### config.mk
export PLATFORM = sky130hd
export DESIGN_NAME = k_group_stream_reverser
export DESIGN_NICKNAME = d
export VERILOG_FILES = /design/src/kgsr_pkg.sv /design/src/kgsr_emit.sv /design/src/k_group_stream_reverser.sv
export SDC_FILE = /design/constraint.sdc
export NUM_CORES = 2
export LEC_CHECK = 0
export ABC_AREA = 1
export BUFFER_PORTS_ARGS = -buffer_cell sky130_fd_sc_hd__clkbuf_2
export CORE_ASPECT_RATIO = 1.1
export CORE_UTILIZATION = 30
export DETAILED_ROUTE_END_ITERATION = 8
export SLEW_MARGIN = 5
export SYNTH_ARGS = -nofsm -noshare
export SYNTH_HDL_FRONTEND = slang
export SYNTH_HIERARCHICAL = 1
export SYNTH_SLANG_ARGS = --single-unit
### constraint.sdc
create_clock -name clk -period 14.48 [get_ports clk]
set_input_delay 0.724 -clock clk [delete_from_list [all_inputs] [get_ports clk]]
set_output_delay 0.724 -clock clk [all_outputs]
set_load 0.1 [all_outputs]
### src/kgsr_pkg.sv
// ----------------------------------------------------------------------------
// kgsr_pkg
// Shared types for the k-group stream reverser: controller states and the
// read request that the sequencer hands to the buffer and output pipe.
// ----------------------------------------------------------------------------
`default_nettype none

package kgsr_pkg;

  localparam int unsigned VALUE_W = 32;
  localparam int unsigned GSIZE_W = 7;

  typedef enum logic {
    ST_FILL,
    ST_EMIT
  } state_t;

  // flags that ride with one buffer read down to the output register
  typedef struct packed {
    logic issue;
    logic run_last;
    logic list_end;
  } rd_req_t;

endpackage

`default_nettype wire

### src/kgsr_emit.sv
// ----------------------------------------------------------------------------
// kgsr_emit
// Group buffer memory with a registered read, followed by the
// output register. The read stage and the output stage advance together.
// ----------------------------------------------------------------------------
`default_nettype none

module kgsr_emit #(
  parameter int unsigned MAX_GROUP = 64
) (
  input  wire logic                          clk,
  input  wire logic                          rst,
  input  wire logic                          wr_en,
  input  wire logic [$clog2(MAX_GROUP)-1:0]  wr_addr,
  input  wire logic [kgsr_pkg::VALUE_W-1:0]  wr_data,
  input  wire kgsr_pkg::rd_req_t             rd_req,
  input  wire logic [$clog2(MAX_GROUP)-1:0]  rd_addr,
  output logic                               advance,
  output logic                               m_tvalid,
  input  wire logic                          m_tready,
  output logic [kgsr_pkg::VALUE_W-1:0]       m_tdata,  // out_value
  output logic                               m_tlast,  // out_list_end
  output logic                               m_tuser   // run_last
);

  logic [kgsr_pkg::VALUE_W-1:0] mem [MAX_GROUP];
  logic [kgsr_pkg::VALUE_W-1:0] rdata;
  logic                         s1_valid;
  logic                         s1_run_last;
  logic                         s1_list_end;

  assign advance = !m_tvalid || m_tready;

  always_ff @(posedge clk) begin
    if (wr_en) begin
      mem[wr_addr] <= wr_data;
    end
    if (advance && rd_req.issue) begin
      rdata <= mem[rd_addr];
    end
  end

  always_ff @(posedge clk) begin
    if (rst) begin
      s1_valid <= 1'b0;
      m_tvalid <= 1'b0;
    end else if (advance) begin
      s1_valid <= rd_req.issue;
      m_tvalid <= s1_valid;
    end
  end

  always_ff @(posedge clk) begin
    if (advance) begin
      s1_run_last <= rd_req.run_last;
      s1_list_end <= rd_req.list_end;
      m_tdata     <= rdata;
      m_tuser     <= s1_run_last;
      m_tlast     <= s1_list_end;
    end
  end

endmodule

`default_nettype wire

### src/k_group_stream_reverser.sv
// emission: the request that completes a group or ends a list starts the reads;
//   results pass the read and output registers, one per cycle under m_tready
// throughput: one request per cycle while a group fills; a group of n results
//   holds s_tready low while the single buffer read port drains it
// reset: rst synchronous, clears fill count, state and valids; group_size = 4;
//   buffer contents are not cleared
// ----------------------------------------------------------------------------
// k_group_stream_reverser
// Buffers list elements and emits each full group in reverse order; a short
// remainder at the end of a list is emitted in arrival order.
// ----------------------------------------------------------------------------
`default_nettype none

module k_group_stream_reverser #(
  parameter int unsigned MAX_GROUP = 64
) (
  input  wire logic                          clk,
  input  wire logic                          rst,
  input  wire logic                          cfg_we,
  input  wire logic [kgsr_pkg::GSIZE_W-1:0]  cfg_wdata,  // group_size
  input  wire logic                          s_tvalid,
  output logic                               s_tready,
  input  wire logic [kgsr_pkg::VALUE_W-1:0]  s_tdata,    // elem_value
  input  wire logic                          s_tlast,    // list_end
  output logic                               m_tvalid,
  input  wire logic                          m_tready,
  output logic [kgsr_pkg::VALUE_W-1:0]       m_tdata,    // out_value
  output logic                               m_tlast,    // out_list_end
  output logic                               m_tuser     // run_last
);

  localparam int unsigned AW = $clog2(MAX_GROUP);
  localparam int unsigned CW = $clog2(MAX_GROUP + 1);
  localparam int unsigned XW = (CW > kgsr_pkg::GSIZE_W) ? CW : kgsr_pkg::GSIZE_W;

  kgsr_pkg::state_t  state, state_next;
  kgsr_pkg::rd_req_t rd_req;

  logic [kgsr_pkg::GSIZE_W-1:0] group_size;
  logic [CW-1:0]                fill;
  logic [CW-1:0]                fill_new;
  logic [CW-1:0]                size_eff;
  logic [XW-1:0]                gs_x;
  logic [AW-1:0]                rd_addr;
  logic [CW-1:0]                rd_left;
  logic                         rd_down;
  logic                         emit_end;
  logic                         accept;
  logic                         group_full;
  logic                         last_read;
  logic                         advance;

  // zero counts as one, anything above the buffer depth saturates
  always_comb begin
    gs_x = XW'(group_size);
    if (gs_x == '0) begin
      size_eff = CW'(1);
    end else if (gs_x > XW'(MAX_GROUP)) begin
      size_eff = CW'(MAX_GROUP);
    end else begin
      size_eff = gs_x[CW-1:0];
    end
  end

  assign accept     = s_tvalid && s_tready;
  assign fill_new   = fill + CW'(1);
  assign group_full = fill_new >= size_eff;
  assign last_read  = rd_left == CW'(1);

  always_ff @(posedge clk) begin
    if (rst) begin
      group_size <= kgsr_pkg::GSIZE_W'(4);
    end else if (cfg_we) begin
      group_size <= cfg_wdata;
    end
  end

  always_comb begin
    state_next = state;
    case (state)
      kgsr_pkg::ST_FILL: begin
        if (accept && (group_full || s_tlast)) begin
          state_next = kgsr_pkg::ST_EMIT;
        end
      end
      kgsr_pkg::ST_EMIT: begin
        if (advance && last_read) begin
          state_next = kgsr_pkg::ST_FILL;
        end
      end
      default: state_next = kgsr_pkg::ST_FILL;
    endcase
  end

  always_comb begin
    s_tready        = 1'b0;
    rd_req.issue    = 1'b0;
    rd_req.run_last = last_read;
    rd_req.list_end = last_read && emit_end;
    case (state)
      kgsr_pkg::ST_FILL: s_tready     = 1'b1;
      kgsr_pkg::ST_EMIT: rd_req.issue = 1'b1;
      default: begin
        s_tready     = 1'b0;
        rd_req.issue = 1'b0;
      end
    endcase
  end

  always_ff @(posedge clk) begin
    if (rst) begin
      state <= kgsr_pkg::ST_FILL;
      fill  <= '0;
    end else begin
      state <= state_next;
      if (accept) begin
        fill <= (group_full || s_tlast) ? '0 : fill_new;
      end
    end
  end

  // read sequencer: full group walks down from the newest entry, a remainder
  // walks up from entry zero
  always_ff @(posedge clk) begin
    if (accept) begin
      rd_left  <= fill_new;
      rd_down  <= group_full;
      rd_addr  <= group_full ? fill[AW-1:0] : '0;
      emit_end <= s_tlast;
    end else if (state == kgsr_pkg::ST_EMIT && advance) begin
      rd_left <= rd_left - CW'(1);
      rd_addr <= rd_down ? rd_addr - AW'(1) : rd_addr + AW'(1);
    end
  end

  kgsr_emit #(
    .MAX_GROUP (MAX_GROUP)
  ) u_emit (
    .clk      (clk),
    .rst      (rst),
    .wr_en    (accept),
    .wr_addr  (fill[AW-1:0]),
    .wr_data  (s_tdata),
    .rd_req   (rd_req),
    .rd_addr  (rd_addr),
    .advance  (advance),
    .m_tvalid (m_tvalid),
    .m_tready (m_tready),
    .m_tdata  (m_tdata),
    .m_tlast  (m_tlast),
    .m_tuser  (m_tuser)
  );

  a_fill_bound: assert property (@(posedge clk) disable iff (rst)
    fill < CW'(MAX_GROUP))
    else $error("fill count reached buffer depth");

  a_emit_nonempty: assert property (@(posedge clk) disable iff (rst)
    (state == kgsr_pkg::ST_EMIT) |-> (rd_left != '0))
    else $error("emitting with no reads left");

  a_end_emits: assert property (@(posedge clk) disable iff (rst)
    (accept && s_tlast) |=> (state == kgsr_pkg::ST_EMIT))
    else $error("list end request did not start an emission");

  a_end_on_run_last: assert property (@(posedge clk) disable iff (rst)
    (m_tvalid && m_tlast) |-> m_tuser)
    else $error("list end flagged on a result that does not close its run");

endmodule

`default_nettype wire

==> implementation parameters <==
Parameter                              Value

Outcome
  Outcome ... finished, final reports clean

Clocking
  Total number of H-tree levels ... 4
  CTS tree ... yes
  Largest buffer count on any clock path ... 3
  Hold_buf cts ... 0
  Post-cts repair resize count ... 0
  Worst-Skew Late Latency ... 0.85 ns
  Clock-pin slew reported for the worst setup and hold paths after clock tree synthesis ... 0.06 ns
  Number of setup buffers added after CTS ... 0
  TritonCTS Buffers ... 207
  Clock sinks ... 2148
  Cell at the root of the clock tree ... sky130_fd_sc_hd__clkbuf_16

Critical path
  Crit Path Category ... reg2reg
  Setup slack on the worst flop-to-flop path ... 9.50 ns
  Cell type with the highest occurrence count on the critical path ... sky130_fd_sc_hd__nand3_1
  Slowest cell on crit path ... sky130_fd_sc_hd__buf_4
  Cell-by-cell trace of the critical path ... inv_8 > buf_4 > buf_4 > buf_4 > nand3_1 > nand3_1 > nand3_1 > nand3_1 > nand2_1 > nand2_1 > nand2_1
  Critical Path RT ... 15.08 ns
  Arrival @ worst endpoint ... 5.58 ns
  Capturing point of the worst reg2reg path ... u_emit/rdata[1]
  Setup crit end kind ... flop
  Maximum net fanout on the critical path ... 91
  Largest stage delay on the critical path ... 0.95 ns
  Cell count of the worst reg-to-reg path ... 11
  Cell class contributing the biggest share of worst-path delay ... buffers and inverters
  Reg2reg start ... rd_addr[1]
  Number of buffers and inverters on the critical path ... 4
  Crit path launch type ... flop

Pwr
  Power Internal ... 10.6 mW
  Largest vdd supply drop ... 134 uV
  Proportion of power drawn by flip-flops and latches ... 46.2%
  Switching fraction of total power ... 29.9%
  Power density over cell area ... 155 nW/um2
  Share of total power in the clock network ... 35.3%
  Total leakage power ... 33.6 nW
  Gate power share ... 18.4%
  Net switching power ... 4.51 mW
  Post-route total power ... 15.1 mW

Min path
  Min-Delay Path Depth ... 1
  End point of the most critical hold path ... emit_end
  Hold/Removal Path Class ... in2reg
  Hold path startpoint ... s_tlast

STA
  Worst rel slew slack ... 14.0%
  Worst-margin pin slew ... 1.29 ns
  RSZ-0062 raised after global routing ... no
  Achievable Freq ... 201 MHz
  Worst Hold Slack ... 0.0983 ns
  Worst Clk Skew ... 0.0578 ns
  Final Max Slew Viols ... 0
  Number of setup violations in the final report ... 0
  Final period util ... 34.4%
  Total negative slack ... 0 ns
  Minimum clock period after layout ... 4.98 ns
  Final hold violation count ... 0

Placed design
  RePlAce Congestion ... 0.790
  Sum of net half-perimeters after detailed placement ... 125000 um
  PortBufs ... 80

Final layout
  Layout cells sized above 1 ... 8.32%
  Most frequent cells in the layout ... sky130_fd_sc_hd__nand2_1 (2325), sky130_fd_sc_hd__edfxtp_1 (2131), sky130_fd_sc_hd__nand3_1 (1911)
  Area growth from synthesis to final layout ... 13.0%
  Layout Nets ... 7110
  Commonest non-fill, non-tap cell in the layout ... sky130_fd_sc_hd__nand2_1

GRT
  Number of antenna violations at the first check in global routing ... 17
  Met3 usage ... 3.44%
  Most heavily used metal layer in global routing ... met2
  Global Route Usage Sum ... 16.5%
  Global-route wire length before repair ... 357000 um
  Number of global-route vias before repair ... 53400
  Global-route met1 utilization ... 22.4%
  Met2 routing resource usage after global routing ... 26.6%
  Largest net degree at the start of global routing ... 220
  Remaining global-route overflow ... 0

Floorplan
  Overall die width ... 513 um
  Standard-cell rows ... 205
  Starting Density ... 30.3%
  Die area ... 289000 um2
  Die H ... 564 um
  Boundary Pins ... 81
  Std-Cell Core Area ... 284000 um2

Yosys
  Part of the Yosys area used for sequential elements ... 74.7%
  Library cells used by synthesis ... 35
  Gate count after technology mapping ... 7064
  Dominant cells by area after synthesis ... sky130_fd_sc_hd__edfxtp_1 (74%), sky130_fd_sc_hd__nand3_1 (11%), sky130_fd_sc_hd__nand2_1 (10%)
  Average size of a mapped cell ... 12.2 um2
  Netlist area before placement ... 86100 um2
  Post-synth top area share ... 74.4%
  Warnings, synthesis ... 6
  Synthesized Nets ... 7124
  Number of storage elements in the synthesis netlist ... 2148
  Cell accounting for the most synthesized area ... sky130_fd_sc_hd__edfxtp_1

Drt
  Number of nets still failing antenna checks after routing ... 0
  Via-to-Cell Ratio ... 5.09
  Via total after detailed routing ... 55700
  Drt initial violations ... 6721
  Post-DR wirelength/cell ... 22.3 um
  Post-detailed-route DRC marker count ... 0
  First drt pass iteration count ... 5
  Total wire length after detailed routing ... 244000 um

Run
  Number of maximum-capacitance violations ... 0
how the worst max path moves through the flow:
| stage | from | end | slack, ns | cells after the start |
|---|---|---|---|---|
| 6_report | rd_addr[1] | u_emit/rdata[1] | 9.50 | 11 |
| 5_1_grt | rd_addr[1] | u_emit/rdata[1] | 9.27 | 11 |
| 4_1_cts | rd_addr[1] | u_emit/rdata[1] | 9.60 | 11 |
| 3_5_place_dp | rd_addr[1] | u_emit/rdata[1] | 9.62 | 11 |
| 3_3_place_gp | rd_addr[1] | u_emit/rdata[1] | 9.60 | 11 |
| 2_1_floorplan | state | u_emit/mem[48][0] | 8.88 | 7 |
cells by family (layout without fill, tap and decap cells):
kind of cell | Yosys count | in the layout | share of synthesized area (%)
other | 0 | 3 | 0
flip-flops | 2148 | 2148 | 74.7
AO/OA/AOI/OAI | 39 | 39 | 0.247
XOR/XNOR | 6 | 6 | 0.0611
AND/OR/NAND/NOR | 4352 | 4352 | 21.9
adder cells (fa/ha/maj) | 15 | 15 | 0.227
buffers and inverters | 504 | 664 | 2.85
power groups by stage:
stage                     combinational [mW]  sequential, mW  clock [mW]
after floorplan                         1.68            7.21           0
after global placement                  2.74            7.12           0
after detailed placement                2.75            7.12           0
after CTS                               2.76            6.98        5.41
after global routing                    3.02            6.98        5.64
final                                   2.78            6.98        5.33
registers in the layout, summed over array words and instances (netlist names), 6 cells and up:
| signal | count |
|---|---|
| u_emit/mem | 2048 |
| u_emit/m_tdata | 32 |
| u_emit/rdata | 32 |
| fill | 7 |
| group_size | 7 |
| rd_left | 7 |
| rd_addr | 6 |
routing by layer:
layer | share of wire [%] | vias up
met5 | 0.011 | -
met4 | 2.6 | 4
met3 | 9.0 | 396
met2 | 46 | 2452
met1 | 42 | 27700
li1 | - | 25100
synth_stat cells:
master,instances
sky130_fd_sc_hd__inv_2,3
sky130_fd_sc_hd__o21ai_0,15
sky130_fd_sc_hd__ha_1,14
sky130_fd_sc_hd__buf_4,30
sky130_fd_sc_hd__o21ai_2,1
sky130_fd_sc_hd__nand4_1,15
sky130_fd_sc_hd__edfxtp_1,2131
sky130_fd_sc_hd__nor3b_1,1
sky130_fd_sc_hd__xor2_1,3
sky130_fd_sc_hd__o21ai_1,4
sky130_fd_sc_hd__nand3_1,1911
sky130_fd_sc_hd__buf_8,1
sky130_fd_sc_hd__buf_6,14
sky130_fd_sc_hd__clkbuf_1,87
sky130_fd_sc_hd__a21oi_2,1
sky130_fd_sc_hd__o21bai_1,1
sky130_fd_sc_hd__nor2_1,83
sky130_fd_sc_hd__buf_2,260
sky130_fd_sc_hd__a21o_1,3
sky130_fd_sc_hd__dfxtp_1,17
sky130_fd_sc_hd__nand2_2,3
sky130_fd_sc_hd__nor4_1,8
sky130_fd_sc_hd__nand3_2,1
sky130_fd_sc_hd__clkinv_1,2
sky130_fd_sc_hd__nand2_1,2325
sky130_fd_sc_hd__inv_4,1
sky130_fd_sc_hd__and2_1,2
sky130_fd_sc_hd__nor3_1,1
sky130_fd_sc_hd__buf_1,60
sky130_fd_sc_hd__nand3b_2,1
sky130_fd_sc_hd__fa_1,1
sky130_fd_sc_hd__inv_1,46
sky130_fd_sc_hd__a21oi_1,14
sky130_fd_sc_hd__nor3b_2,1
sky130_fd_sc_hd__xnor2_1,3
through the flow:
stage / setup slack, ns / utilization (%) / std cells / cell area [um2]
floorplan: 8.88 / - / 7064 / 86100
global placement: 9.60 / 31.8 / 10600 / 90600
detailed placement: 9.62 / 31.8 / 10600 / 90600
CTS: 9.60 / 34.2 / 11000 / 97200
global route: 9.27 / 34.2 / 11000 / 97200
finish: 9.50 / 34.2 / 11000 / 97200
area by class of cell:
type                       count  area [um2]
timing repair buffer         229        1590
clock inverter               136        1270
clock buffer                 247        5390
sequential                  2148       64300
antenna                        3        7.51
tap                         3726        4660
multi-input combinational   4412       19800
fill                       27500      187000
inverter                      52         231
Power figures use the tool's default switching activity.
